==> config.mk <==
export PLATFORM = sky130hd
export DESIGN_NAME = ewma_rate_window_controller_core
export DESIGN_NICKNAME = d
export VERILOG_FILES = /design/src/design/ewrc_pkg.sv /design/src/design/ewrc_div.sv /design/src/design/ewrc_dp.sv /design/src/design/ewrc_ctrl.sv /design/src/design/ewma_rate_window_controller_core.sv
export VERILOG_INCLUDE_DIRS = /design/src /design/src/design
export SDC_FILE = /design/constraint.sdc
export NUM_CORES = 2
export LEC_CHECK = 0
export BUFFER_PORTS_ARGS = -buffer_cell sky130_fd_sc_hd__buf_4
export CORE_ASPECT_RATIO = 1.1
export CORE_UTILIZATION = 36
export CTS_CLUSTER_DIAMETER = 50
export CTS_CLUSTER_SIZE = 28
export DETAILED_ROUTE_END_ITERATION = 6
export PLACE_DENSITY = 0.5
export SYNTH_ARGS = -nofsm -noshare
export SYNTH_HDL_FRONTEND = slang
export SYNTH_SLANG_ARGS = --single-unit
==> constraint.sdc <==
create_clock -name clk_i -period 17.5 [get_ports clk_i]
set_clock_uncertainty 0.15 [all_clocks]
set_input_delay 1.75 -clock clk_i [delete_from_list [all_inputs] [get_ports clk_i]]
set_output_delay 1.75 -clock clk_i [all_outputs]
set_load 0.1 [all_outputs]
==> src/design/ewma_rate_window_controller_core_defines.svh <==
// Assertion macros shared by the rate window controller RTL.
// Needs clk_i and rst_ni in the scope of each use.
`ifndef EWMA_RATE_WINDOW_CONTROLLER_CORE_DEFINES_SVH
`define EWMA_RATE_WINDOW_CONTROLLER_CORE_DEFINES_SVH

// Same-cycle implication.
`define EWRC_ASSERT_IMPL(lbl, ante, cons, msg) \
  lbl: assert property (@(posedge clk_i) disable iff (!rst_ni) (ante) |-> (cons)) \
    else $error(msg);

// Next-cycle implication.
`define EWRC_ASSERT_NEXT(lbl, ante, cons, msg) \
  lbl: assert property (@(posedge clk_i) disable iff (!rst_ni) (ante) |=> (cons)) \
    else $error(msg);

`endif

==> src/design/ewrc_pkg.sv <==
// Shared widths, constants, codes and controller/datapath interface types
// for the rate window controller. No dependencies.
package ewrc_pkg;

  localparam int unsigned TIME_W     = 32;
  localparam int unsigned CNT_W      = 16;
  localparam int unsigned LEN_W      = 16;
  localparam int unsigned GAIN_W     = 17;
  localparam int unsigned BIAS_W     = 16;
  localparam int unsigned DLY_W      = 16;
  localparam int unsigned WIN_W      = 16;
  localparam int unsigned LB_W       = 17;
  localparam int unsigned CFG_IDX_W  = 8;
  localparam int unsigned CFG_DATA_W = 17;
  localparam int unsigned DIV_W      = 32;
  localparam int unsigned DIV_CNT_W  = 6;
  localparam int unsigned PROD_W     = 64;
  localparam int unsigned IN_DATA_W  = 96;
  localparam int unsigned OUT_DATA_W = 48;

  localparam logic [GAIN_W-1:0] Q16_ONE         = 17'h1_0000;
  localparam logic [TIME_W-1:0] NO_ONEWAY_DELAY = 32'd252525;
  localparam logic [DIV_W-1:0]  LB_DIVIDEND     = 32'h8000_0000; // 65536 in the top 17 bits
  localparam logic [DIV_CNT_W-1:0] LB_STEPS     = 6'd17;
  localparam logic [DIV_CNT_W-1:0] FULL_STEPS   = 6'd32;
  localparam logic [CNT_W-1:0]  CNT_MAX         = 16'hFFFF;

  localparam logic [LEN_W-1:0]  TICK_LENGTH_RST = 16'd20;
  localparam logic [GAIN_W-1:0] EWMA_GAIN_RST   = 17'd8192;
  localparam logic [BIAS_W-1:0] BIAS_SCALE_RST  = 16'd3277;
  localparam logic [DLY_W-1:0]  SAFE_DELAY_RST  = 16'd100;

  localparam logic [CFG_IDX_W-1:0] CFG_TICK_LENGTH = 8'd0;
  localparam logic [CFG_IDX_W-1:0] CFG_EWMA_GAIN   = 8'd1;
  localparam logic [CFG_IDX_W-1:0] CFG_BIAS_SCALE  = 8'd2;
  localparam logic [CFG_IDX_W-1:0] CFG_SAFE_DELAY  = 8'd3;

  typedef enum logic [1:0] {
    DIV_LB  = 2'd0,
    DIV_REC = 2'd1,
    DIV_MOD = 2'd2
  } div_op_e;

  typedef struct packed {
    logic    load_in;
    logic    check;
    logic    div_start;
    div_op_e div_op;
    logic    blend_mul1;
    logic    blend_mul2;
    logic    blend_sum;
    logic    rate_upd;
    logic    win_fac;
    logic    win_mul_a;
    logic    win_mul_lo;
    logic    win_mul_hi;
    logic    win_fin;
    logic    out_load;
  } dp_cmd_t;

  typedef struct packed {
    logic due;
    logic delay_nz;
    logic div_done;
    logic out_free;
  } dp_status_t;

endpackage

==> src/design/ewrc_div.sv <==
// Restoring radix-2 divider, one quotient bit per cycle, step count per job.
// Depends on ewrc_pkg and the assertion macro header.
`include "ewma_rate_window_controller_core_defines.svh"

module ewrc_div (
  input  logic                            clk_i,
  input  logic                            rst_ni,
  input  logic                            start_i,
  input  logic [ewrc_pkg::DIV_W-1:0]      dividend_i,
  input  logic [ewrc_pkg::DIV_W-1:0]      divisor_i,
  input  logic [ewrc_pkg::DIV_CNT_W-1:0]  steps_i,
  output logic                            done_o,
  output logic [ewrc_pkg::DIV_W-1:0]      quot_o,
  output logic [ewrc_pkg::DIV_W-1:0]      rem_o
);

  logic                           busy_q, busy_d;
  logic                           done_q, done_d;
  logic [ewrc_pkg::DIV_CNT_W-1:0] cnt_q, cnt_d;
  logic [ewrc_pkg::DIV_W-1:0]     dvd_q, dvs_q, rem_q, quo_q;
  logic [ewrc_pkg::DIV_W:0]       shifted, diff;
  logic                           ge;

  assign shifted = {rem_q, dvd_q[ewrc_pkg::DIV_W-1]};
  assign ge      = shifted >= {1'b0, dvs_q};
  assign diff    = shifted - {1'b0, dvs_q};

  always_comb begin
    busy_d = busy_q;
    cnt_d  = cnt_q;
    done_d = 1'b0;
    if (start_i) begin
      busy_d = 1'b1;
      cnt_d  = steps_i;
    end else if (busy_q) begin
      cnt_d = cnt_q - 1'b1;
      if (cnt_q == ewrc_pkg::DIV_CNT_W'(1)) begin
        busy_d = 1'b0;
        done_d = 1'b1;
      end
    end
  end

  always_ff @(posedge clk_i or negedge rst_ni) begin
    if (!rst_ni) begin
      busy_q <= 1'b0;
      done_q <= 1'b0;
      cnt_q  <= '0;
    end else begin
      busy_q <= busy_d;
      done_q <= done_d;
      cnt_q  <= cnt_d;
    end
  end

  always_ff @(posedge clk_i) begin
    if (start_i) begin
      dvd_q <= dividend_i;
      dvs_q <= divisor_i;
      rem_q <= '0;
      quo_q <= '0;
    end else if (busy_q) begin
      dvd_q <= {dvd_q[ewrc_pkg::DIV_W-2:0], 1'b0};
      rem_q <= ge ? diff[ewrc_pkg::DIV_W-1:0] : shifted[ewrc_pkg::DIV_W-1:0];
      quo_q <= {quo_q[ewrc_pkg::DIV_W-2:0], ge};
    end
  end

  assign done_o = done_q;
  assign quot_o = quo_q;
  assign rem_o  = rem_q;

  `EWRC_ASSERT_IMPL(a_div_start_idle, start_i, !busy_q, "divider started while busy")
  `EWRC_ASSERT_IMPL(a_div_done_idle, done_q, !busy_q, "divider done while still busy")
  `EWRC_ASSERT_IMPL(a_div_cnt_live, busy_q, cnt_q != '0, "divider busy with no steps left")

endmodule

==> src/design/ewrc_dp.sv <==
// Datapath: config registers, tick state, shared multiplier, divider and
// output register. Depends on ewrc_pkg, ewrc_div and the macro header.
`include "ewma_rate_window_controller_core_defines.svh"

module ewrc_dp (
  input  logic                              clk_i,
  input  logic                              rst_ni,
  input  logic                              cfg_valid_i,
  input  logic [ewrc_pkg::CFG_IDX_W-1:0]    cfg_index_i,
  input  logic [ewrc_pkg::CFG_DATA_W-1:0]   cfg_data_i,
  input  logic [ewrc_pkg::IN_DATA_W-1:0]    in_data_i,
  input  logic                              in_cmd_i,
  input  ewrc_pkg::dp_cmd_t                 cmd_i,
  output ewrc_pkg::dp_status_t              status_o,
  output logic                              out_valid_o,
  input  logic                              out_ready_i,
  output logic [ewrc_pkg::OUT_DATA_W-1:0]   out_data_o
);

  localparam int unsigned TW = ewrc_pkg::TIME_W;

  logic [ewrc_pkg::LEN_W-1:0]  tick_len_q;
  logic [ewrc_pkg::GAIN_W-1:0] gain_q;
  logic [ewrc_pkg::BIAS_W-1:0] bias_q;
  logic [ewrc_pkg::DLY_W-1:0]  sdelay_q;

  logic [ewrc_pkg::CNT_W-1:0]  cnt_q;
  logic [TW-1:0]               start_q;
  logic [TW-1:0]               rate_q;
  logic [ewrc_pkg::CNT_W-1:0]  run_above_q, run_below_q;

  logic          cmd_q;
  logic [TW-1:0] t_q, snd_q, rcv_q, delay_q;
  logic [ewrc_pkg::LB_W-1:0] lb_q;
  logic [TW-1:0] recent_q, blend_q, fac_q;
  logic [ewrc_pkg::PROD_W-1:0] prod_q, acc_q;
  logic [ewrc_pkg::WIN_W-1:0]  ahi_q, win_q;
  logic                        out_valid_q;
  logic [ewrc_pkg::OUT_DATA_W-1:0] out_data_q;

  logic [ewrc_pkg::LEN_W-1:0]  len;
  logic [ewrc_pkg::GAIN_W-1:0] g_eff, g_inv;
  logic [TW-1:0] rtt, oneway, dmin, delay_d, elapsed, len_ext;
  logic          due_d;
  logic [ewrc_pkg::DIV_W-1:0]     div_dvd, div_dvs, div_quot, div_rem;
  logic [ewrc_pkg::DIV_CNT_W-1:0] div_steps;
  logic                           div_done;
  logic [TW-1:0] lb_ext, recent_d, rate_new, mul_a, mul_b, fac_d, p32;
  logic [ewrc_pkg::PROD_W-1:0] prod_d, blend_acc;
  logic          above_ge;
  logic [ewrc_pkg::CNT_W-1:0] mag;
  logic [48:0]   wsum;

  // configuration
  always_ff @(posedge clk_i or negedge rst_ni) begin
    if (!rst_ni) begin
      tick_len_q <= ewrc_pkg::TICK_LENGTH_RST;
      gain_q     <= ewrc_pkg::EWMA_GAIN_RST;
      bias_q     <= ewrc_pkg::BIAS_SCALE_RST;
      sdelay_q   <= ewrc_pkg::SAFE_DELAY_RST;
    end else if (cfg_valid_i) begin
      unique case (cfg_index_i)
        ewrc_pkg::CFG_TICK_LENGTH: tick_len_q <= cfg_data_i[ewrc_pkg::LEN_W-1:0];
        ewrc_pkg::CFG_EWMA_GAIN:   gain_q     <= cfg_data_i;
        ewrc_pkg::CFG_BIAS_SCALE:  bias_q     <= cfg_data_i[ewrc_pkg::BIAS_W-1:0];
        ewrc_pkg::CFG_SAFE_DELAY:  sdelay_q   <= cfg_data_i[ewrc_pkg::DLY_W-1:0];
        default: ;
      endcase
    end
  end

  assign len     = (tick_len_q == '0) ? ewrc_pkg::LEN_W'(1) : tick_len_q;
  assign len_ext = {{(TW-ewrc_pkg::LEN_W){1'b0}}, len};
  assign g_eff   = (gain_q > ewrc_pkg::Q16_ONE) ? ewrc_pkg::Q16_ONE : gain_q;
  assign g_inv   = ewrc_pkg::Q16_ONE - g_eff;

  // delay and tick check
  assign rtt     = t_q - snd_q;
  assign oneway  = (rcv_q > snd_q) ? (rcv_q - snd_q) : ewrc_pkg::NO_ONEWAY_DELAY;
  assign dmin    = (oneway < rtt) ? oneway : rtt;
  assign delay_d = cmd_q ? dmin : '0;
  assign elapsed = t_q - start_q;
  assign due_d   = elapsed >= len_ext;

  // divider operands
  always_comb begin
    unique case (cmd_i.div_op)
      ewrc_pkg::DIV_LB: begin
        div_dvd   = ewrc_pkg::LB_DIVIDEND;
        div_dvs   = delay_q;
        div_steps = ewrc_pkg::LB_STEPS;
      end
      ewrc_pkg::DIV_REC: begin
        div_dvd   = {cnt_q, {(TW-ewrc_pkg::CNT_W){1'b0}}};
        div_dvs   = len_ext;
        div_steps = ewrc_pkg::FULL_STEPS;
      end
      ewrc_pkg::DIV_MOD: begin
        div_dvd   = t_q;
        div_dvs   = len_ext;
        div_steps = ewrc_pkg::FULL_STEPS;
      end
      default: begin
        div_dvd   = ewrc_pkg::LB_DIVIDEND;
        div_dvs   = delay_q;
        div_steps = ewrc_pkg::LB_STEPS;
      end
    endcase
  end

  ewrc_div u_div (
    .clk_i      (clk_i),
    .rst_ni     (rst_ni),
    .start_i    (cmd_i.div_start),
    .dividend_i (div_dvd),
    .divisor_i  (div_dvs),
    .steps_i    (div_steps),
    .done_o     (div_done),
    .quot_o     (div_quot),
    .rem_o      (div_rem)
  );

  assign lb_ext   = {{(TW-ewrc_pkg::LB_W){1'b0}}, lb_q};
  assign recent_d = (div_quot < lb_ext) ? lb_ext : div_quot;

  // shared multiplier
  assign above_ge = run_above_q >= run_below_q;
  assign mag      = above_ge ? (run_above_q - run_below_q) : (run_below_q - run_above_q);

  always_comb begin
    mul_a = '0;
    mul_b = '0;
    if (cmd_i.blend_mul1) begin
      mul_a = rate_q;
      mul_b = {{(TW-ewrc_pkg::GAIN_W){1'b0}}, g_inv};
    end else if (cmd_i.blend_mul2) begin
      mul_a = recent_q;
      mul_b = {{(TW-ewrc_pkg::GAIN_W){1'b0}}, g_eff};
    end else if (cmd_i.win_fac) begin
      mul_a = {{(TW-ewrc_pkg::BIAS_W){1'b0}}, bias_q};
      mul_b = {{(TW-ewrc_pkg::CNT_W){1'b0}}, mag};
    end else if (cmd_i.win_mul_a) begin
      mul_a = rate_q;
      mul_b = {{(TW-ewrc_pkg::DLY_W){1'b0}}, sdelay_q};
    end else if (cmd_i.win_mul_lo) begin
      mul_a = prod_q[TW-1:0];
      mul_b = fac_q;
    end else if (cmd_i.win_mul_hi) begin
      mul_a = {{(TW-ewrc_pkg::WIN_W){1'b0}}, ahi_q};
      mul_b = fac_q;
    end
  end

  assign prod_d    = {{TW{1'b0}}, mul_a} * {{TW{1'b0}}, mul_b};
  assign blend_acc = acc_q + prod_q;
  assign rate_new  = (blend_q < lb_ext) ? lb_ext : blend_q;

  // window factor 65536 + b*(above-below), clamped at zero
  assign p32 = prod_q[TW-1:0];
  always_comb begin
    if (above_ge) begin
      fac_d = p32 + TW'(ewrc_pkg::Q16_ONE);
    end else if (p32 >= TW'(ewrc_pkg::Q16_ONE)) begin
      fac_d = '0;
    end else begin
      fac_d = TW'(ewrc_pkg::Q16_ONE) - p32;
    end
  end

  // (a*f) >> 32 = a_hi*f + ((a_lo*f) >> 32)
  assign wsum = {1'b0, prod_q[47:0]} + {17'b0, acc_q[63:32]};

  always_ff @(posedge clk_i) begin
    prod_q <= prod_d;
    if (cmd_i.load_in) begin
      cmd_q <= in_cmd_i;
      t_q   <= in_data_i[TW-1:0];
      snd_q <= in_data_i[2*TW-1:TW];
      rcv_q <= in_data_i[3*TW-1:2*TW];
    end
    if (cmd_i.check) begin
      delay_q <= delay_d;
      lb_q    <= '0;
    end
    if (div_done && cmd_i.div_op == ewrc_pkg::DIV_LB) begin
      lb_q <= div_quot[ewrc_pkg::LB_W-1:0];
    end
    if (div_done && cmd_i.div_op == ewrc_pkg::DIV_REC) begin
      recent_q <= recent_d;
    end
    if (cmd_i.blend_mul2 || cmd_i.win_mul_hi) begin
      acc_q <= prod_q;
    end
    if (cmd_i.blend_sum) begin
      blend_q <= blend_acc[47:16];
    end
    if (cmd_i.win_mul_a) begin
      fac_q <= fac_d;
    end
    if (cmd_i.win_mul_lo) begin
      ahi_q <= prod_q[47:32];
    end
    if (cmd_i.win_fin) begin
      win_q <= (|wsum[48:16]) ? '1 : wsum[15:0];
    end
  end

  // tick state
  always_ff @(posedge clk_i or negedge rst_ni) begin
    if (!rst_ni) begin
      cnt_q       <= '0;
      start_q     <= '0;
      rate_q      <= '0;
      run_above_q <= '0;
      run_below_q <= '0;
    end else begin
      if (div_done && cmd_i.div_op == ewrc_pkg::DIV_MOD) begin
        start_q <= t_q - div_rem;
      end
      if (cmd_i.rate_upd) begin
        rate_q <= rate_new;
        cnt_q  <= '0;
        if (recent_q > rate_new) begin
          run_above_q <= (run_above_q == ewrc_pkg::CNT_MAX) ? run_above_q
                                                            : run_above_q + 1'b1;
          run_below_q <= '0;
        end else begin
          run_below_q <= (run_below_q == ewrc_pkg::CNT_MAX) ? run_below_q
                                                            : run_below_q + 1'b1;
          run_above_q <= '0;
        end
      end
      if (cmd_i.win_fac && cmd_q && cnt_q != ewrc_pkg::CNT_MAX) begin
        cnt_q <= cnt_q + 1'b1;
      end
    end
  end

  // output register
  always_ff @(posedge clk_i or negedge rst_ni) begin
    if (!rst_ni) begin
      out_valid_q <= 1'b0;
    end else if (cmd_i.out_load) begin
      out_valid_q <= 1'b1;
    end else if (out_ready_i) begin
      out_valid_q <= 1'b0;
    end
  end

  always_ff @(posedge clk_i) begin
    if (cmd_i.out_load) begin
      out_data_q <= {rate_q, win_q};
    end
  end

  assign out_valid_o       = out_valid_q;
  assign out_data_o        = out_data_q;
  assign status_o.due      = due_d;
  assign status_o.delay_nz = delay_d != '0;
  assign status_o.div_done = div_done;
  assign status_o.out_free = !out_valid_q || out_ready_i;

  `EWRC_ASSERT_IMPL(a_out_no_overwrite, cmd_i.out_load, !out_valid_q || out_ready_i,
                    "result register overwritten")
  `EWRC_ASSERT_NEXT(a_rate_floor, cmd_i.rate_upd, rate_q >= lb_ext, "estimate below floor")
  `EWRC_ASSERT_NEXT(a_runs_exclusive, cmd_i.rate_upd, run_above_q == '0 || run_below_q == '0,
                    "both bias runs nonzero")

endmodule

==> src/design/ewrc_ctrl.sv <==
// Sequencer for one event: tick check, up to three divides, EWMA blend, window.
// Depends on ewrc_pkg.
module ewrc_ctrl (
  input  logic                  clk_i,
  input  logic                  rst_ni,
  input  logic                  in_valid_i,
  output logic                  in_ready_o,
  input  ewrc_pkg::dp_status_t  status_i,
  output ewrc_pkg::dp_cmd_t     cmd_o
);

  typedef enum logic [17:0] {
    S_IDLE     = 18'h00001,
    S_CHECK    = 18'h00002,
    S_LB_GO    = 18'h00004,
    S_LB_WAIT  = 18'h00008,
    S_REC_GO   = 18'h00010,
    S_REC_WAIT = 18'h00020,
    S_MOD_GO   = 18'h00040,
    S_MOD_WAIT = 18'h00080,
    S_BL1      = 18'h00100,
    S_BL2      = 18'h00200,
    S_BL3      = 18'h00400,
    S_UPD      = 18'h00800,
    S_WIN1     = 18'h01000,
    S_WIN2     = 18'h02000,
    S_WIN3     = 18'h04000,
    S_WIN4     = 18'h08000,
    S_WIN5     = 18'h10000,
    S_OUT      = 18'h20000
  } state_e;

  state_e state_q, state_d;

  always_comb begin
    state_d = state_q;
    cmd_o   = '0;
    cmd_o.div_op = ewrc_pkg::DIV_LB;
    unique case (state_q)
      S_IDLE: begin
        if (in_valid_i) begin
          cmd_o.load_in = 1'b1;
          state_d = S_CHECK;
        end
      end
      S_CHECK: begin
        cmd_o.check = 1'b1;
        if (!status_i.due) begin
          state_d = S_WIN1;
        end else if (status_i.delay_nz) begin
          state_d = S_LB_GO;
        end else begin
          state_d = S_REC_GO;
        end
      end
      S_LB_GO: begin
        cmd_o.div_start = 1'b1;
        state_d = S_LB_WAIT;
      end
      S_LB_WAIT: begin
        if (status_i.div_done) state_d = S_REC_GO;
      end
      S_REC_GO: begin
        cmd_o.div_start = 1'b1;
        cmd_o.div_op = ewrc_pkg::DIV_REC;
        state_d = S_REC_WAIT;
      end
      S_REC_WAIT: begin
        cmd_o.div_op = ewrc_pkg::DIV_REC;
        if (status_i.div_done) state_d = S_MOD_GO;
      end
      S_MOD_GO: begin
        cmd_o.div_start = 1'b1;
        cmd_o.div_op = ewrc_pkg::DIV_MOD;
        state_d = S_MOD_WAIT;
      end
      S_MOD_WAIT: begin
        cmd_o.div_op = ewrc_pkg::DIV_MOD;
        if (status_i.div_done) state_d = S_BL1;
      end
      S_BL1: begin
        cmd_o.blend_mul1 = 1'b1;
        state_d = S_BL2;
      end
      S_BL2: begin
        cmd_o.blend_mul2 = 1'b1;
        state_d = S_BL3;
      end
      S_BL3: begin
        cmd_o.blend_sum = 1'b1;
        state_d = S_UPD;
      end
      S_UPD: begin
        cmd_o.rate_upd = 1'b1;
        state_d = S_WIN1;
      end
      S_WIN1: begin
        cmd_o.win_fac = 1'b1;
        state_d = S_WIN2;
      end
      S_WIN2: begin
        cmd_o.win_mul_a = 1'b1;
        state_d = S_WIN3;
      end
      S_WIN3: begin
        cmd_o.win_mul_lo = 1'b1;
        state_d = S_WIN4;
      end
      S_WIN4: begin
        cmd_o.win_mul_hi = 1'b1;
        state_d = S_WIN5;
      end
      S_WIN5: begin
        cmd_o.win_fin = 1'b1;
        state_d = S_OUT;
      end
      S_OUT: begin
        if (status_i.out_free) begin
          cmd_o.out_load = 1'b1;
          state_d = S_IDLE;
        end
      end
      default: state_d = S_IDLE;
    endcase
  end

  always_ff @(posedge clk_i or negedge rst_ni) begin
    if (!rst_ni) begin
      state_q <= S_IDLE;
    end else begin
      state_q <= state_d;
    end
  end

  assign in_ready_o = state_q == S_IDLE;

endmodule

==> src/design/ewma_rate_window_controller_core.sv <==
// Top level of the EWMA rate window controller: sequencer plus datapath.
// Depends on ewrc_pkg, ewrc_ctrl, ewrc_dp (and ewrc_div below it).
//
//  channel   direction  signals                       transaction
//  --------  ---------  ----------------------------  ------------------------------
//  cfg       in         cfg_valid_i/ready_o/index/data register write
//  s_axis    in         s_axis_tvalid/tready/tdata/tuser one sent or ack event
//  m_axis    out        m_axis_tvalid/tready/tdata    window and rate estimate
//
// An event that closes no tick skips the divider and the blend. When a tick closes,
// the radix-2 divider runs 17 steps for the 1/delay floor (ack events with a nonzero
// delay only) and 32 each for the tick rate and the tick realign.
// A new event is taken the cycle after the result is loaded, even while it waits.
// Reset is asynchronous, active low, and restores the register defaults.
// A stalled result holds the sequencer in its last step until m_axis_tready frees it.
module ewma_rate_window_controller_core (
  input  logic                              clk_i,
  input  logic                              rst_ni,
  input  logic                              cfg_valid_i,
  output logic                              cfg_ready_o,
  input  logic [ewrc_pkg::CFG_IDX_W-1:0]    cfg_index_i,
  input  logic [ewrc_pkg::CFG_DATA_W-1:0]   cfg_data_i,
  input  logic                              s_axis_tvalid,
  output logic                              s_axis_tready,
  // [31:0] event_time, [63:32] acked_send_time, [95:64] acked_receive_time
  input  logic [ewrc_pkg::IN_DATA_W-1:0]    s_axis_tdata,
  // [0] command
  input  logic [0:0]                        s_axis_tuser,
  output logic                              m_axis_tvalid,
  input  logic                              m_axis_tready,
  // [15:0] window_packets, [47:16] rate_estimate
  output logic [ewrc_pkg::OUT_DATA_W-1:0]   m_axis_tdata
);

  ewrc_pkg::dp_cmd_t    cmd;
  ewrc_pkg::dp_status_t status;

  assign cfg_ready_o = 1'b1;

  ewrc_ctrl u_ctrl (
    .clk_i      (clk_i),
    .rst_ni     (rst_ni),
    .in_valid_i (s_axis_tvalid),
    .in_ready_o (s_axis_tready),
    .status_i   (status),
    .cmd_o      (cmd)
  );

  ewrc_dp u_dp (
    .clk_i       (clk_i),
    .rst_ni      (rst_ni),
    .cfg_valid_i (cfg_valid_i),
    .cfg_index_i (cfg_index_i),
    .cfg_data_i  (cfg_data_i),
    .in_data_i   (s_axis_tdata),
    .in_cmd_i    (s_axis_tuser[0]),
    .cmd_i       (cmd),
    .status_o    (status),
    .out_valid_o (m_axis_tvalid),
    .out_ready_i (m_axis_tready),
    .out_data_o  (m_axis_tdata)
  );

endmodule

==> summary.md <==
| Metric | Value |
|---|---|
| Status | `completed` |
| IO Pins | `178` |
| CTS-repair resized insts | `0` |
| Core area | `217000 um2` |
| Design Power | `7.15 mW` |
| # fillers | `21800` |
| CP max-delay cell | `nand2_1` |
| Pin count of the biggest net entering global routing | `95` |
| Die Span X | `448 um` |
| WP data required | `18.00 ns` |
| Max Clock Freq | `77.0 MHz` |
| Peak supply drop | `0.117 mV` |
| Setup_tns | `0 ns` |
| Combinational Power Share | `0.378` |
| XOR/XNOR Fraction of Synth Area | `0.0279` |
| Sw Ratio | `0.393` |
| CP Class | `register to register` |
| Syn_area_per_cell | `9.33 um2` |
| Die height | `492 um` |
| HP Start | `u_dp.win_q[12]$_SDFFCE_PP1P_` |
| Mapped Area | `78700 um2` |
| Vias | `62100` |
| Psw | `2.81 mW` |
| Crit path time final | `12.99 ns` |
| Clk buf depth | `3` |
| Cell Count, Final, Fillers Out | `11500` |
| Design area | `86800 um2` |
| Post-synth ARST share | `0.261` |
| Lkg Pwr | `39.2 nW` |
| YS warnings | `0` |
| Htree depth | `3` |
| Netlist cell types | `101` |
| Synth Area in Compound Gates | `0.125` |
| Hold bufs inserted after CTS | `0` |
| Crit path DAT | `13.50 ns` |
| RSZ-0062 raised after global routing | `false` |
| GR Layer Usage met3 | `0.0378` |
| Post-synthesis adder-cell area fraction | `0.334` |
| Worst setup SP type | `register` |
| Synth-to-layout area growth | `10.4%` |
| Final period util | `0.743` |
| Post-synth EDFFs | `450` |
| Die area | `220000 um2` |
| Multi-input logic area | `51800 um2` |
| Met2 usage | `0.413` |
| Worst min path class | `register to register` |
| Final WS setup | `4.51 ns` |
| Rel. slew slack | `0.235` |
| Global route total overflow | `0` |
| PortBufs | `176` |
| Layout cell share with drive strength beyond 1 | `0.0802` |
| Nets | `10200` |
| Fin. max-slew vios | `0` |
| Post-DP Area | `83600 um2` |
| Sink Count | `782` |
| Yosys reg bits | `782` |
| Gr busiest metal | `met2` |
| Initial Utilization | `0.363` |
| Post-Place Cells | `11300` |
| Final ANT Viol Nets | `0` |
| Hold Fails Final Rpt | `0` |
| Final HPWL DP | `213 mm` |
| Total wire length | `276 mm` |
| Multiplexer share of the synthesized area | `0.0191` |
| Sequential power share | `0.338` |
| Drt first-iter violations | `5291` |
| Global-route wire length before repair | `415 mm` |
| CTS tree | `done` |
| Clock Tree Root | `clkbuf_16` |
| Rows | `179` |
| CP max stage delay | `0.83 ns` |
| Clock share of power | `0.284` |
| Remaining DRCs | `0` |
| GPL Wtd Cong | `0.934` |
| Pwr dens | `82.3 nW/um2` |
| Internal power | `4.34 mW` |
| Final setup fails | `0` |
| Max Cap Viol | `0` |
| Clock slew at reported path FFs | `0.08 ns` |
| Mapped Cells | `8432` |
| Top FF cell, synth | `edfxtp_1` |
| Post-CTS Setup Inserts | `0` |
| Pre-CTS setup slack | `4.65 ns` |
| GRT Total Usage | `0.252` |
| DR vias/cell | `5.42` |
| Simple-Gate Fraction of Synth Area | `0.150` |
| Vias in the first global route | `64100` |
| Worst-Skew Late Latency | `0.73 ns` |
| CP Capture Type | `register` |
| Syn Nets | `10100` |
| Per-cell routed wire length | `24.1 um` |
| Initial antenna violation count | `13` |
| Register area | `21200 um2` |
| Critical Path Source | `u_ctrl.state_q[12]$_DFFE_PN0P_` |
| Worst-path maximum fanout | `29` |
| Sequential share of the synthesized area | `0.269` |
| Met1 usage | `0.335` |
| Slew @ Worst Pin | `1.14 ns` |
| Reg-to-reg critical path startpoint | `u_ctrl.state_q[12]$_DFFE_PN0P_` |
| Most frequent cell on the critical path | `fa_1` |
| Largest family of logic cells by synthesized area | `adder cells` |
| Cts bufs inserted | `90` |
| First drt pass iteration count | `6` |
[cell usage after synthesis, types with 128 or more instances]
library cell  count  area (um2)
a21oi_1         370        1850
edfxtp_1        450       13500
inv_1          1182        4440
fa_1            904       18100
xnor2_1         158        1380
dfrtp_1         190        4750
o21ai_0         398        1990
ha_1            653        8170
clkbuf_1        286        1070
a21o_1          153        1150
nand2_1         955        3580
nor2_1          862        3240
dfxtp_1         128        2560
[power by group through the flow]
stage,combinational (mW),clock (mW),sequential [mW]
after floorplan,2.02,0,2.36
after global placement,2.65,0,2.45
after detailed placement,2.68,0,2.45
after CTS,2.70,2.09,2.42
after global routing,3.03,2.15,2.44
final,2.70,2.03,2.42
[sequential cells by signal (all words and copies together) (netlist names), 17 cells and up]
register / cells
u_dp.rcv_q: 32
u_dp.u_div.dvs_q: 32
u_dp.t_q: 32
u_dp.blend_q: 32
u_ctrl.state_q: 18
u_dp.recent_q: 32
u_dp.delay_q: 32
u_dp.u_div.quot_o: 32
u_dp.fac_q: 32
u_dp.u_div.dvd_q: 32
u_dp.out_data_o: 48
u_dp.lb_q: 17
u_dp.gain_q: 17
u_dp.u_div.rem_o: 32
u_dp.prod_q: 64
u_dp.snd_q: 32
u_dp.acc_q: 64
u_dp.start_q: 32
u_dp.rate_q: 32
[path summary, 6_finish.rpt]
check / cells after the start / end / slack, ns
min in group asynchronous: 1 / u_dp.start_q[7]$_DFFE_PN0P_ / 0.93
hold / removal: 0 / u_dp.out_data_o[12]$_DFFE_PP_ / 0.27
hold reg to reg: 0 / u_dp.out_data_o[12]$_DFFE_PP_ / 0.27
max in group asynchronous: 3 / u_dp.rate_q[30]$_DFFE_PN0P_ / 14.17
setup / recovery: 33 / u_dp.prod_q[58]$_DFF_P_ / 4.51
setup reg to reg: 33 / u_dp.prod_q[58]$_DFF_P_ / 4.51
[routing by layer]
metal  vias up  share of wire
met5         -       0.000033
met4         2          0.044
met3       469          0.066
met2      2112           0.47
met1     31300           0.42
li1      28200              -
[stage by stage]
step,hold WS (ns),utilization
final,0.272,0.401
after global routing,0.298,0.401
after CTS,0.278,0.401
after detailed placement,0.255,0.386
after global placement,0.258,0.386
after floorplan,0.236,-
[worst max-delay path, delay by kind of cell (launching register included)]
| family | cells | cell delay (ns) |
|---|---|---|
| adder cells (fa/ha/maj) | 9 | 4.23 |
| AND/OR/NAND/NOR | 10 | 4.04 |
| AO/OA/AOI/OAI | 9 | 2.99 |
| buffers and inverters | 4 | 0.84 |
| flip-flops | 1 | 0.44 |
| XOR/XNOR | 1 | 0.16 |
[kinds of logic after synthesis]
family / count (synthesis)
compound gates: 1525
xor+xnor: 251
fa+ha+maj: 1557
buf+inv: 1549
flops: 782
mux: 141
other cells: 1
simple gates: 2626
[layout make-up]
class	instances	share of cell area
multi-input combinational	6101	0.597
clock inverter	67	0.00984
timing repair buffer	332	0.0288
sequential	782	0.244
antenna	3	0.0000864
clock buffer	100	0.0272
tap	2896	0.0417
inverter	1185	0.0512
[layout by cell type, fill, tap and decap left out, drive strengths merged, types with 100 or more instances in the layout]
| cell type | instances |
|---|---|
| xnor2 | 158 |
| inv | 1216 |
| a21o | 153 |
| o21ai | 422 |
| dfxtp | 128 |
| ha | 653 |
| dfrtp | 190 |
| a21oi | 372 |
| nor2 | 862 |
| buf | 332 |
| nand2 | 955 |
| nand3 | 116 |
| fa | 904 |
| clkbuf | 100 |
| edfxtp | 450 |
| nand2b | 123 |
Note: power is estimated with default switching activity, not from simulation.
